### src/rtl/core/sida_pkg.sv
// Shared types and constants for the signed integer to decimal ASCII converter.
package sida_pkg;

	localparam int DEFAULT_VALUE_WIDTH = 32;
	localparam int CHAR_WIDTH = 7;

	localparam logic [CHAR_WIDTH-1:0] ASCII_ZERO  = 7'd48;
	localparam logic [CHAR_WIDTH-1:0] ASCII_MINUS = 7'd45;

	// Commands from the controller to the datapath.
	typedef struct packed {
		logic load;        // capture a new value and clear the digit register
		logic conv_shift;  // one shift-and-correct step of the binary to BCD conversion
		logic digit_shift; // drop the top digit and move the next one up
		logic emit_sign;   // present a minus sign word
		logic emit_digit;  // present the top digit as a word
		logic last;        // the word presented now ends the text
	} sida_cmd_t;

	// Status from the datapath to the controller.
	typedef struct packed {
		logic neg;      // the captured value is negative
		logic top_zero; // the top BCD digit is zero
	} sida_status_t;

endpackage

### src/rtl/core/sida_datapath.sv
// Datapath: magnitude register, BCD digit register and output word register.
module sida_datapath import sida_pkg::*; #(
	parameter int VALUE_WIDTH = DEFAULT_VALUE_WIDTH
) (
	input  logic                          clk,
	input  logic                          arst_n,
	input  logic signed [VALUE_WIDTH-1:0] value,
	input  sida_cmd_t                     cmd,
	output sida_status_t                  status,
	output logic [CHAR_WIDTH-1:0]         char_code,
	output logic                          last_char,
	output logic                          char_valid
);

	// Decimal digits needed for any VALUE_WIDTH-bit unsigned magnitude.
	localparam int DIGITS = (VALUE_WIDTH * 1233) / 4096 + 1;
	localparam int BCD_W  = DIGITS * 4;

	logic [VALUE_WIDTH-1:0] mag_q;
	logic [BCD_W-1:0]       bcd_q;
	logic [BCD_W-1:0]       bcd_adj;
	logic                   neg_q;
	logic [3:0]             top_digit;
	logic [CHAR_WIDTH-1:0]  char_code_q;
	logic                   last_char_q;
	logic                   char_valid_q;

	// Add three to every digit of five or more before the next shift.
	always_comb begin
		for (int i = 0; i < DIGITS; i++) begin
			if (bcd_q[i*4 +: 4] >= 4'd5) begin
				bcd_adj[i*4 +: 4] = bcd_q[i*4 +: 4] + 4'd3;
			end else begin
				bcd_adj[i*4 +: 4] = bcd_q[i*4 +: 4];
			end
		end
	end

	assign top_digit = bcd_q[BCD_W-1 -: 4];

	always_ff @(posedge clk) begin
		if (cmd.load) begin
			neg_q <= value[VALUE_WIDTH-1];
			// Negating the most negative value leaves 2^(W-1), which is its magnitude.
			mag_q <= value[VALUE_WIDTH-1] ? (~value + 1'b1) : value;
			bcd_q <= '0;
		end else if (cmd.conv_shift) begin
			mag_q <= {mag_q[VALUE_WIDTH-2:0], 1'b0};
			bcd_q <= {bcd_adj[BCD_W-2:0], mag_q[VALUE_WIDTH-1]};
		end else if (cmd.digit_shift) begin
			bcd_q <= {bcd_q[BCD_W-5:0], 4'b0000};
		end
		if (cmd.emit_sign) begin
			char_code_q <= ASCII_MINUS;
		end else begin
			char_code_q <= ASCII_ZERO + {3'b000, top_digit};
		end
		last_char_q <= cmd.last;
	end

	always_ff @(posedge clk or negedge arst_n) begin
		if (!arst_n) begin
			char_valid_q <= 1'b0;
		end else begin
			char_valid_q <= cmd.emit_sign | cmd.emit_digit;
		end
	end

	assign status.neg      = neg_q;
	assign status.top_zero = (top_digit == 4'd0);
	assign char_code       = char_code_q;
	assign last_char       = last_char_q;
	assign char_valid      = char_valid_q;

endmodule

### src/rtl/core/sida_ctrl.sv
// Controller: sequences conversion steps, sign output and digit output.
module sida_ctrl import sida_pkg::*; #(
	parameter int VALUE_WIDTH = DEFAULT_VALUE_WIDTH
) (
	input  logic         clk,
	input  logic         arst_n,
	input  logic         start,
	input  sida_status_t status,
	output sida_cmd_t    cmd,
	output logic         busy
);

	localparam int DIGITS = (VALUE_WIDTH * 1233) / 4096 + 1;
	localparam int CNT_W  = $clog2(VALUE_WIDTH);
	localparam int REM_W  = $clog2(DIGITS + 1);

	typedef enum logic [2:0] {
		ST_IDLE,
		ST_CONV,
		ST_SIGN,
		ST_SKIP,
		ST_EMIT
	} state_t;

	state_t           state_q;
	logic [CNT_W-1:0] cnt_q;
	logic [REM_W-1:0] rem_q;
	logic             rem_one;

	assign rem_one = (rem_q == REM_W'(1));
	assign busy    = (state_q != ST_IDLE);

	always_comb begin
		cmd = '0;
		case (state_q)
			ST_IDLE: begin
				cmd.load = start;
			end
			ST_CONV: begin
				cmd.conv_shift = 1'b1;
			end
			ST_SIGN: begin
				cmd.emit_sign = 1'b1;
			end
			ST_SKIP: begin
				cmd.digit_shift = 1'b1;
				if (!(status.top_zero && !rem_one)) begin
					cmd.emit_digit = 1'b1;
					cmd.last       = rem_one;
				end
			end
			ST_EMIT: begin
				cmd.digit_shift = 1'b1;
				cmd.emit_digit  = 1'b1;
				cmd.last        = rem_one;
			end
			default: begin
				cmd = '0;
			end
		endcase
	end

	always_ff @(posedge clk or negedge arst_n) begin
		if (!arst_n) begin
			state_q <= ST_IDLE;
			cnt_q   <= '0;
			rem_q   <= '0;
		end else begin
			case (state_q)
				ST_IDLE: begin
					if (start) begin
						state_q <= ST_CONV;
						cnt_q   <= '0;
					end
				end
				ST_CONV: begin
					cnt_q <= cnt_q + 1'b1;
					if (cnt_q == CNT_W'(VALUE_WIDTH - 1)) begin
						rem_q   <= REM_W'(DIGITS);
						state_q <= status.neg ? ST_SIGN : ST_SKIP;
					end
				end
				ST_SIGN: begin
					state_q <= ST_SKIP;
				end
				ST_SKIP, ST_EMIT: begin
					rem_q <= rem_q - 1'b1;
					if (cmd.emit_digit) begin
						state_q <= rem_one ? ST_IDLE : ST_EMIT;
					end
				end
				default: begin
					state_q <= ST_IDLE;
				end
			endcase
		end
	end

endmodule

### src/rtl/core/signed_int_to_decimal_ascii.sv
// Top level of the signed integer to decimal ASCII converter.
// Usage: drive value and raise start; the value is taken at a rising edge where start is
// high and busy is low. busy then stays high until the last word of the text has been
// issued. The text comes out as one word per character on char_code, each present for
// exactly one cycle with char_valid high; last_char marks the final word. A negative
// value gives a leading minus sign, there are no leading zeros, and zero gives one '0'.
// The most negative value prints with magnitude 2^(VALUE_WIDTH-1).
// Operation: after acceptance the block runs VALUE_WIDTH shift-add-3 steps of a
// bit-serial binary to BCD conversion (one per cycle), a sign step when negative,
// then walks the DIGITS BCD digits one per cycle, skipping leading zeros and
// emitting the rest. The block takes no new value while busy is high; a new value
// may be accepted in the cycle the last word is shown.
// Reset clears the controller to idle and drops char_valid; no word is issued after it.
// The receiver cannot stall: every word must be taken in the cycle it is shown.
module signed_int_to_decimal_ascii import sida_pkg::*; #(
	parameter int VALUE_WIDTH = DEFAULT_VALUE_WIDTH
) (
	input  logic                          clk,
	input  logic                          arst_n,
	input  logic                          start,
	output logic                          busy,
	input  logic signed [VALUE_WIDTH-1:0] value,
	output logic                          char_valid,
	output logic [CHAR_WIDTH-1:0]         char_code,
	output logic                          last_char
);

	// Commands and status passed between controller and datapath.
	sida_cmd_t    cmd;
	sida_status_t status;

	// The controller sequences conversion and output of each word.
	sida_ctrl #(
		.VALUE_WIDTH(VALUE_WIDTH)
	) u_ctrl (
		.clk    (clk),
		.arst_n (arst_n),
		.start  (start),
		.status (status),
		.cmd    (cmd),
		.busy   (busy)
	);

	// The datapath holds the magnitude, the BCD digits and the registered output word.
	sida_datapath #(
		.VALUE_WIDTH(VALUE_WIDTH)
	) u_datapath (
		.clk        (clk),
		.arst_n     (arst_n),
		.value      (value),
		.cmd        (cmd),
		.status     (status),
		.char_code  (char_code),
		.last_char  (last_char),
		.char_valid (char_valid)
	);

endmodule
### config.mk
export PLATFORM = sky130hd
export DESIGN_NAME = signed_int_to_decimal_ascii
export DESIGN_NICKNAME = d
export VERILOG_FILES = /design/src/rtl/core/sida_pkg.sv /design/src/rtl/core/sida_datapath.sv /design/src/rtl/core/sida_ctrl.sv /design/src/rtl/core/signed_int_to_decimal_ascii.sv
export SDC_FILE = /design/constraint.sdc
export NUM_CORES = 1
export LEC_CHECK = 0
export BUFFER_PORTS_ARGS = -buffer_cell sky130_fd_sc_hd__buf_2
export CORE_UTILIZATION = 55
export CTS_BUF_LIST = sky130_fd_sc_hd__clkbuf_8
export DETAILED_ROUTE_END_ITERATION = 7
export PLACE_DENSITY = 0.74
export SYNTH_ARGS = -nofsm -noshare
export SYNTH_HDL_FRONTEND = slang
export SYNTH_SLANG_ARGS = --single-unit
### constraint.sdc
create_clock -name clk -period 5.25 [get_ports clk]
set_clock_uncertainty 0.05 [all_clocks]
set_input_delay 1.05 -clock clk [delete_from_list [all_inputs] [get_ports clk]]
set_output_delay 1.05 -clock clk [all_outputs]
set_load 0.02 [all_outputs]
* Yosys cells after proc, flatten, opt, wreduce, memory -nomap -nowiden
Index checks and enable logic that the tools add are counted.
** Word-level totals
- Output and inout port bits :: 10
- Input bits :: 35
- Logic and storage cells :: 88
- Register bits :: 94
** Operators by class
- Reductions and logical operators :: 13
- $add $sub $neg :: 14
- $lt $le $gt $ge :: 10
- Multiplexer cells :: 31
- Bitwise logic cells :: 2
- Equality and inequality tests :: 9
** Operators with widths (number)
- $mux W32 :: 3
- $mux W40 :: 2
- $ge A4 B3 Y1 const B :: 10
- $mux W4 :: 10
- $add A4 B2 Y4 const B :: 9
- $add A32 B1 Y32 const B :: 1
- $not A32 Y32 :: 1
- $mux W3 :: 5
- $pmux W3 S4 :: 1
- $pmux W5 S2 :: 1
- $pmux W4 S2 :: 1
- $reduce_bool A2 Y1 :: 4
- $add A6 B4 Y7 const A :: 1
- $eq A3 B2 Y1 const B :: 2
- $add A5 B1 Y5 const B :: 1
- $eq A5 B5 Y1 const B :: 1
- $mux W1 :: 5
- $mux W5 :: 1
- $eq A4 B1 Y1 const B :: 1
- $logic_not A4 Y1 :: 1
- $ne A2 B1 Y1 const B :: 2
- $pmux W2 S2 :: 1
- $reduce_and A2 Y1 :: 2
- $sub A4 B1 Y4 const B :: 1
- 12 further kinds :: 12

* Logic depth before layout (Yosys ltp)
- Word-level depth :: 7
- Gate-level depth with buffers :: 7
- Mapped depth without buffers :: 7

* Hierarchy
A second synthesis with hierarchy kept.
** Second synthesis, totals
- Cells, all modules :: 630
- Area, all modules :: 5709.2 sq um
** By module, submodules not included
- sida_datapath :: seq. area each 1936.9 sq um, cells each 535, instances 1, area each 4855.9 sq um
- sida_ctrl :: seq. area each 300.3 sq um, cells each 95, instances 1, area each 853.3 sq um

* Worst setup path after synthesis
No wires, ideal clock.
- Path type :: input to register
- From :: input value[26]
- To :: register u_datapath.mag_q[31] (data pin)
- Stages :: 4
- Setup time :: 0.142 ns
- Required time :: 5.058 ns
- Arrival :: 2.516 ns
- Setup slack :: 2.542 ns
- Buffers on the path :: 0
- Path through :: or4_4 or3_1 or4_4 o21ai_2
** On the way
- Cells in the longest elaborated chain, start to end :: 4
** Ends and longest elaborated chain
- start, declared :: RTL line signed_int_to_decimal_ascii.sv:22 : input logic signed [VALUE_WIDTH-1:0] value,
- $not A32 Y32 :: RTL line sida_datapath.sv:45 : mag_q <= value[VALUE_WIDTH-1] ? (~value + 1'b1) : value;
- $add A32 B1 Y32 :: RTL line sida_datapath.sv:45
- $mux W32 :: RTL line sida_datapath.sv:45
- $mux W32 :: RTL line sida_datapath.sv:42 : if (cmd.load) begin
- end signal, assigned :: RTL line sida_datapath.sv:45
- end signal, assigned :: RTL line sida_datapath.sv:48 : mag_q <= {mag_q[VALUE_WIDTH-2:0], 1'b0};
- end, declared :: RTL line sida_datapath.sv:19 : logic [VALUE_WIDTH-1:0] mag_q;
No other way between the ends.
A chain may end at the register's enable or synchronous reset.

* Worst setup path after layout
- From :: input value[6]
- To :: register u_datapath.mag_q[22] (data pin)
The elaborated chain is that of the path after synthesis.

==> impl_metrics.ini <==
[detailed_routing]
routed_wl_mm = 10.6
viasPerCell = 5.73
dr.pass1.iters = 5
postRouteAntennaNets = 0
drc_errors = 0
wl_per_cell_um = 14.1
vias = 4302
drtIter0Drc = 174

[layout]
drive_gt1_frac = 0.132
fillers = 799
layout_commonest_cell = nand2_1
syn2layout_area_growth_pct = 9.29
diodes = 0
nNetsFinal = 678
mostFrequentLayoutCells = nand2_1 (79), a21oi_1 (58), o21ai_0 (57)

[floorplan]
start_util = 0.568
die_w_um = 99.7
rows = 35
dieArea_mm2 = 0.00994
die_h_um = 99.7
core-area_mm2 = 0.00924
io_pins = 45

[placed_design]
routabilityCongestion = 0.787
dp_hpwl_mm = 7.29
port_buffers = 42

[critical_path]
critical_path.slowest_cell = nand4_1
crit_end = u_datapath.mag_q[22]$_DFFE_PP_
r2r-end = u_ctrl.rem_q[1]$_DFFE_PN0P_
critPathMaxFanout = 10
r2r_start = u_ctrl.state_q[2]$_DFFE_PN0P_
cp_data_arrival_time_ps = 2770
cp.required_ps = 5280
r2r_slack_ps = 2710
critical-path-max-stage-delay_ps = 480
startpoint_type = input pin
crit_start = value[6]
criticalPathCategory = input pin to register
worstRegToRegCells = 7
crit_chain = buf_2 -> nor3_1 -> nand4_1 -> o31ai_1 -> xor2_1 -> o21ai_0
cp-end-kind = register

[clock_network]
clockBufferDepth = 2
postCtsHoldBufs = 0
clkLatencyLatePin_ps = 350
numClockSinks = 92
cts.htree.levels = 3
cts_made_buffers = 9
root_buffer = clkbuf_8
tritoncts = yes
path_clk_slew_ps = 90
postCtsSetupBuffers = 0
postCtsResizedCells = 0

[grt]
grt-busiest-layer = met2
antenna_found_initial = 0
grt_pass1_wl_mm = 18.5
grt_max_degree = 64
grtUsageMet1 = 0.292
grt_pass1_vias = 4085
grt_util_met3 = 0.0288
grt-ovfl-total = 0
globalRouteMet2Util = 0.395
grt.total_usage = 0.228

[timing]
hold_viol = 0
timing.final.setup_violations = 0
max_slew_margin = 0.454
worstMarginPinSlew_ps = 818
period_share = 0.522
final_max_slew_viol_count = 0
finalCriticalPeriod_ps = 2740
tns_ps = 0
rsz0062_at_grt = no
fmax_mhz = 365

[synth]
netlist_instances = 589
synth_cell_type_count = 48
seq_area_frac_synth = 0.426
synth_top_area_frac = 0.189
ys_ff_latch = 92
yosys-top-cells-area = edfxtp_1 (19%), dfxtp_1 (18%), dfrtp_1 (6.2%), ha_1 (6.2%), nand2_1 (5.6%)
synth_flop_cell = dfxtp_1
syn_avg_cell_area_um2 = 8.91
synth_fp_nets = 650
synth_edf_count = 33
yosysWarnings = 0
netlist_area_mm2 = 0.00525
netlist.top_cell.by_area = edfxtp_1
async_flop_share = 0.141

[job]
cap_violations = 0

[power_and_ir_drop]
total_power_mw = 3.31
powerDensity_mw_per_mm2 = 577
peakVddDrop_v = 0.000239
p_leak_nw = 2.43

[min_path]
min_path_type = register to register

[run_status]
outcome = complete, no violations
-- power breakdown --
part	internal, mW	switching (mW)
clock network	0.219	0.247
logic	0.656	0.786
registers	1.14	0.267
-- cells in the mapped netlist, types with 12 or more instances --
cell and instances:
nand2_1 79, a21oi_1 58, o21ai_0 57, dfxtp_1 46, edfxtp_1 33, xor2_1 30, inv_1 28, ha_1 26
nor2_1 25, clkbuf_1 23, a22oi_1 18, nor3_1 16, dfrtp_1 13, mux2i_1 12, nand2b_1 12, o31ai_1 12
-- state kept, by name, indices dropped and copies added (netlist names) --
register	flops
u_ctrl.cnt_q	5
u_ctrl.rem_q	4
u_datapath.char_code	5
u_datapath.neg_q	1
u_datapath.last_char	1
u_ctrl.state_q	3
u_datapath.mag_q	32
u_datapath.char_valid	1
u_datapath.bcd_q	40
-- metrics by stage --
| step | area (um2) | std cells | util | hold WS, ps | setup WS [ps] |
|---|---|---|---|---|---|
| final | 5740 | 751 | 0.621 | 463 | 2510 |
| after global routing | 5740 | 751 | 0.621 | 495 | 2330 |
| after CTS | 5740 | 751 | 0.621 | 463 | 2520 |
| after detailed placement | 5550 | 735 | 0.601 | 437 | 2140 |
| after global placement | 5550 | 735 | 0.601 | 436 | 2190 |
| after floorplan | 5250 | 589 | - | 409 | 2540 |
-- cells by family (layout without fill, tap and decap cells) --
| group | count (synthesis) | count (layout) | share of synthesized area |
|---|---|---|---|
| multiplexers | 12 | 12 | 0.0229 |
| XOR/XNOR | 41 | 41 | 0.0684 |
| flip-flops | 92 | 92 | 0.426 |
| adder cells (fa/ha/maj) | 26 | 26 | 0.0620 |
| buffers and inverters | 60 | 93 | 0.0455 |
| other | 2 | 2 | 0.00143 |
| AND/OR/NAND/NOR | 181 | 181 | 0.172 |
| AO/OA/AOI/OAI | 175 | 175 | 0.202 |
-- worst min-delay path by stage --
stage / startpoint / end / slack, ps / cells past startpoint
3_5_place_dp: u_datapath.mag_q[31]$_DFFE_PP_ / u_datapath.bcd_q[0]$_SDFFE_PP0P_ / 440 / 2
4_1_cts: u_datapath.bcd_q[39]$_SDFFE_PP0P_ / u_datapath.char_code[3]$_SDFF_PP1_ / 460 / 1
5_1_grt: u_datapath.bcd_q[39]$_SDFFE_PP0P_ / u_datapath.char_code[3]$_SDFF_PP1_ / 490 / 1
2_1_floorplan: u_datapath.bcd_q[39]$_SDFFE_PP0P_ / u_datapath.char_code[3]$_SDFF_PP1_ / 410 / 1
3_3_place_gp: u_ctrl.cnt_q[4]$_DFFE_PN0P_ / u_ctrl.cnt_q[4]$_DFFE_PN0P_ / 440 / 2
6_report: u_datapath.mag_q[31]$_DFFE_PP_ / u_datapath.bcd_q[0]$_SDFFE_PP0P_ / 460 / 2
-- worst max-delay path, delay by kind of cell --
| kind | cells | cell delay [ps] |
|---|---|---|
| compound gates | 2 | 520 |
| buf+inv | 1 | 120 |
| simple gates | 2 | 910 |
| xor+xnor | 1 | 170 |
-- final cells by class --
cell class,instances,area (um2),area share
multi-input cells,437,2780,0.485
clock buffers,9,124,0.0216
repair buffers,49,263,0.0458
inverters,28,105,0.0183
flip-flops and latches,92,2240,0.390
well taps,129,161,0.0281
clock inverters,7,65.1,0.0113
-- per-layer routing --
metal / vias to the layer above / part of all wire
met1: 2050 / 0.46
met5: - / 0
met2: 78 / 0.50
met3: 12 / 0.031
li1: 2162 / -
met4: 0 / 0.013
Note: power is estimated with default switching activity, not from simulation.
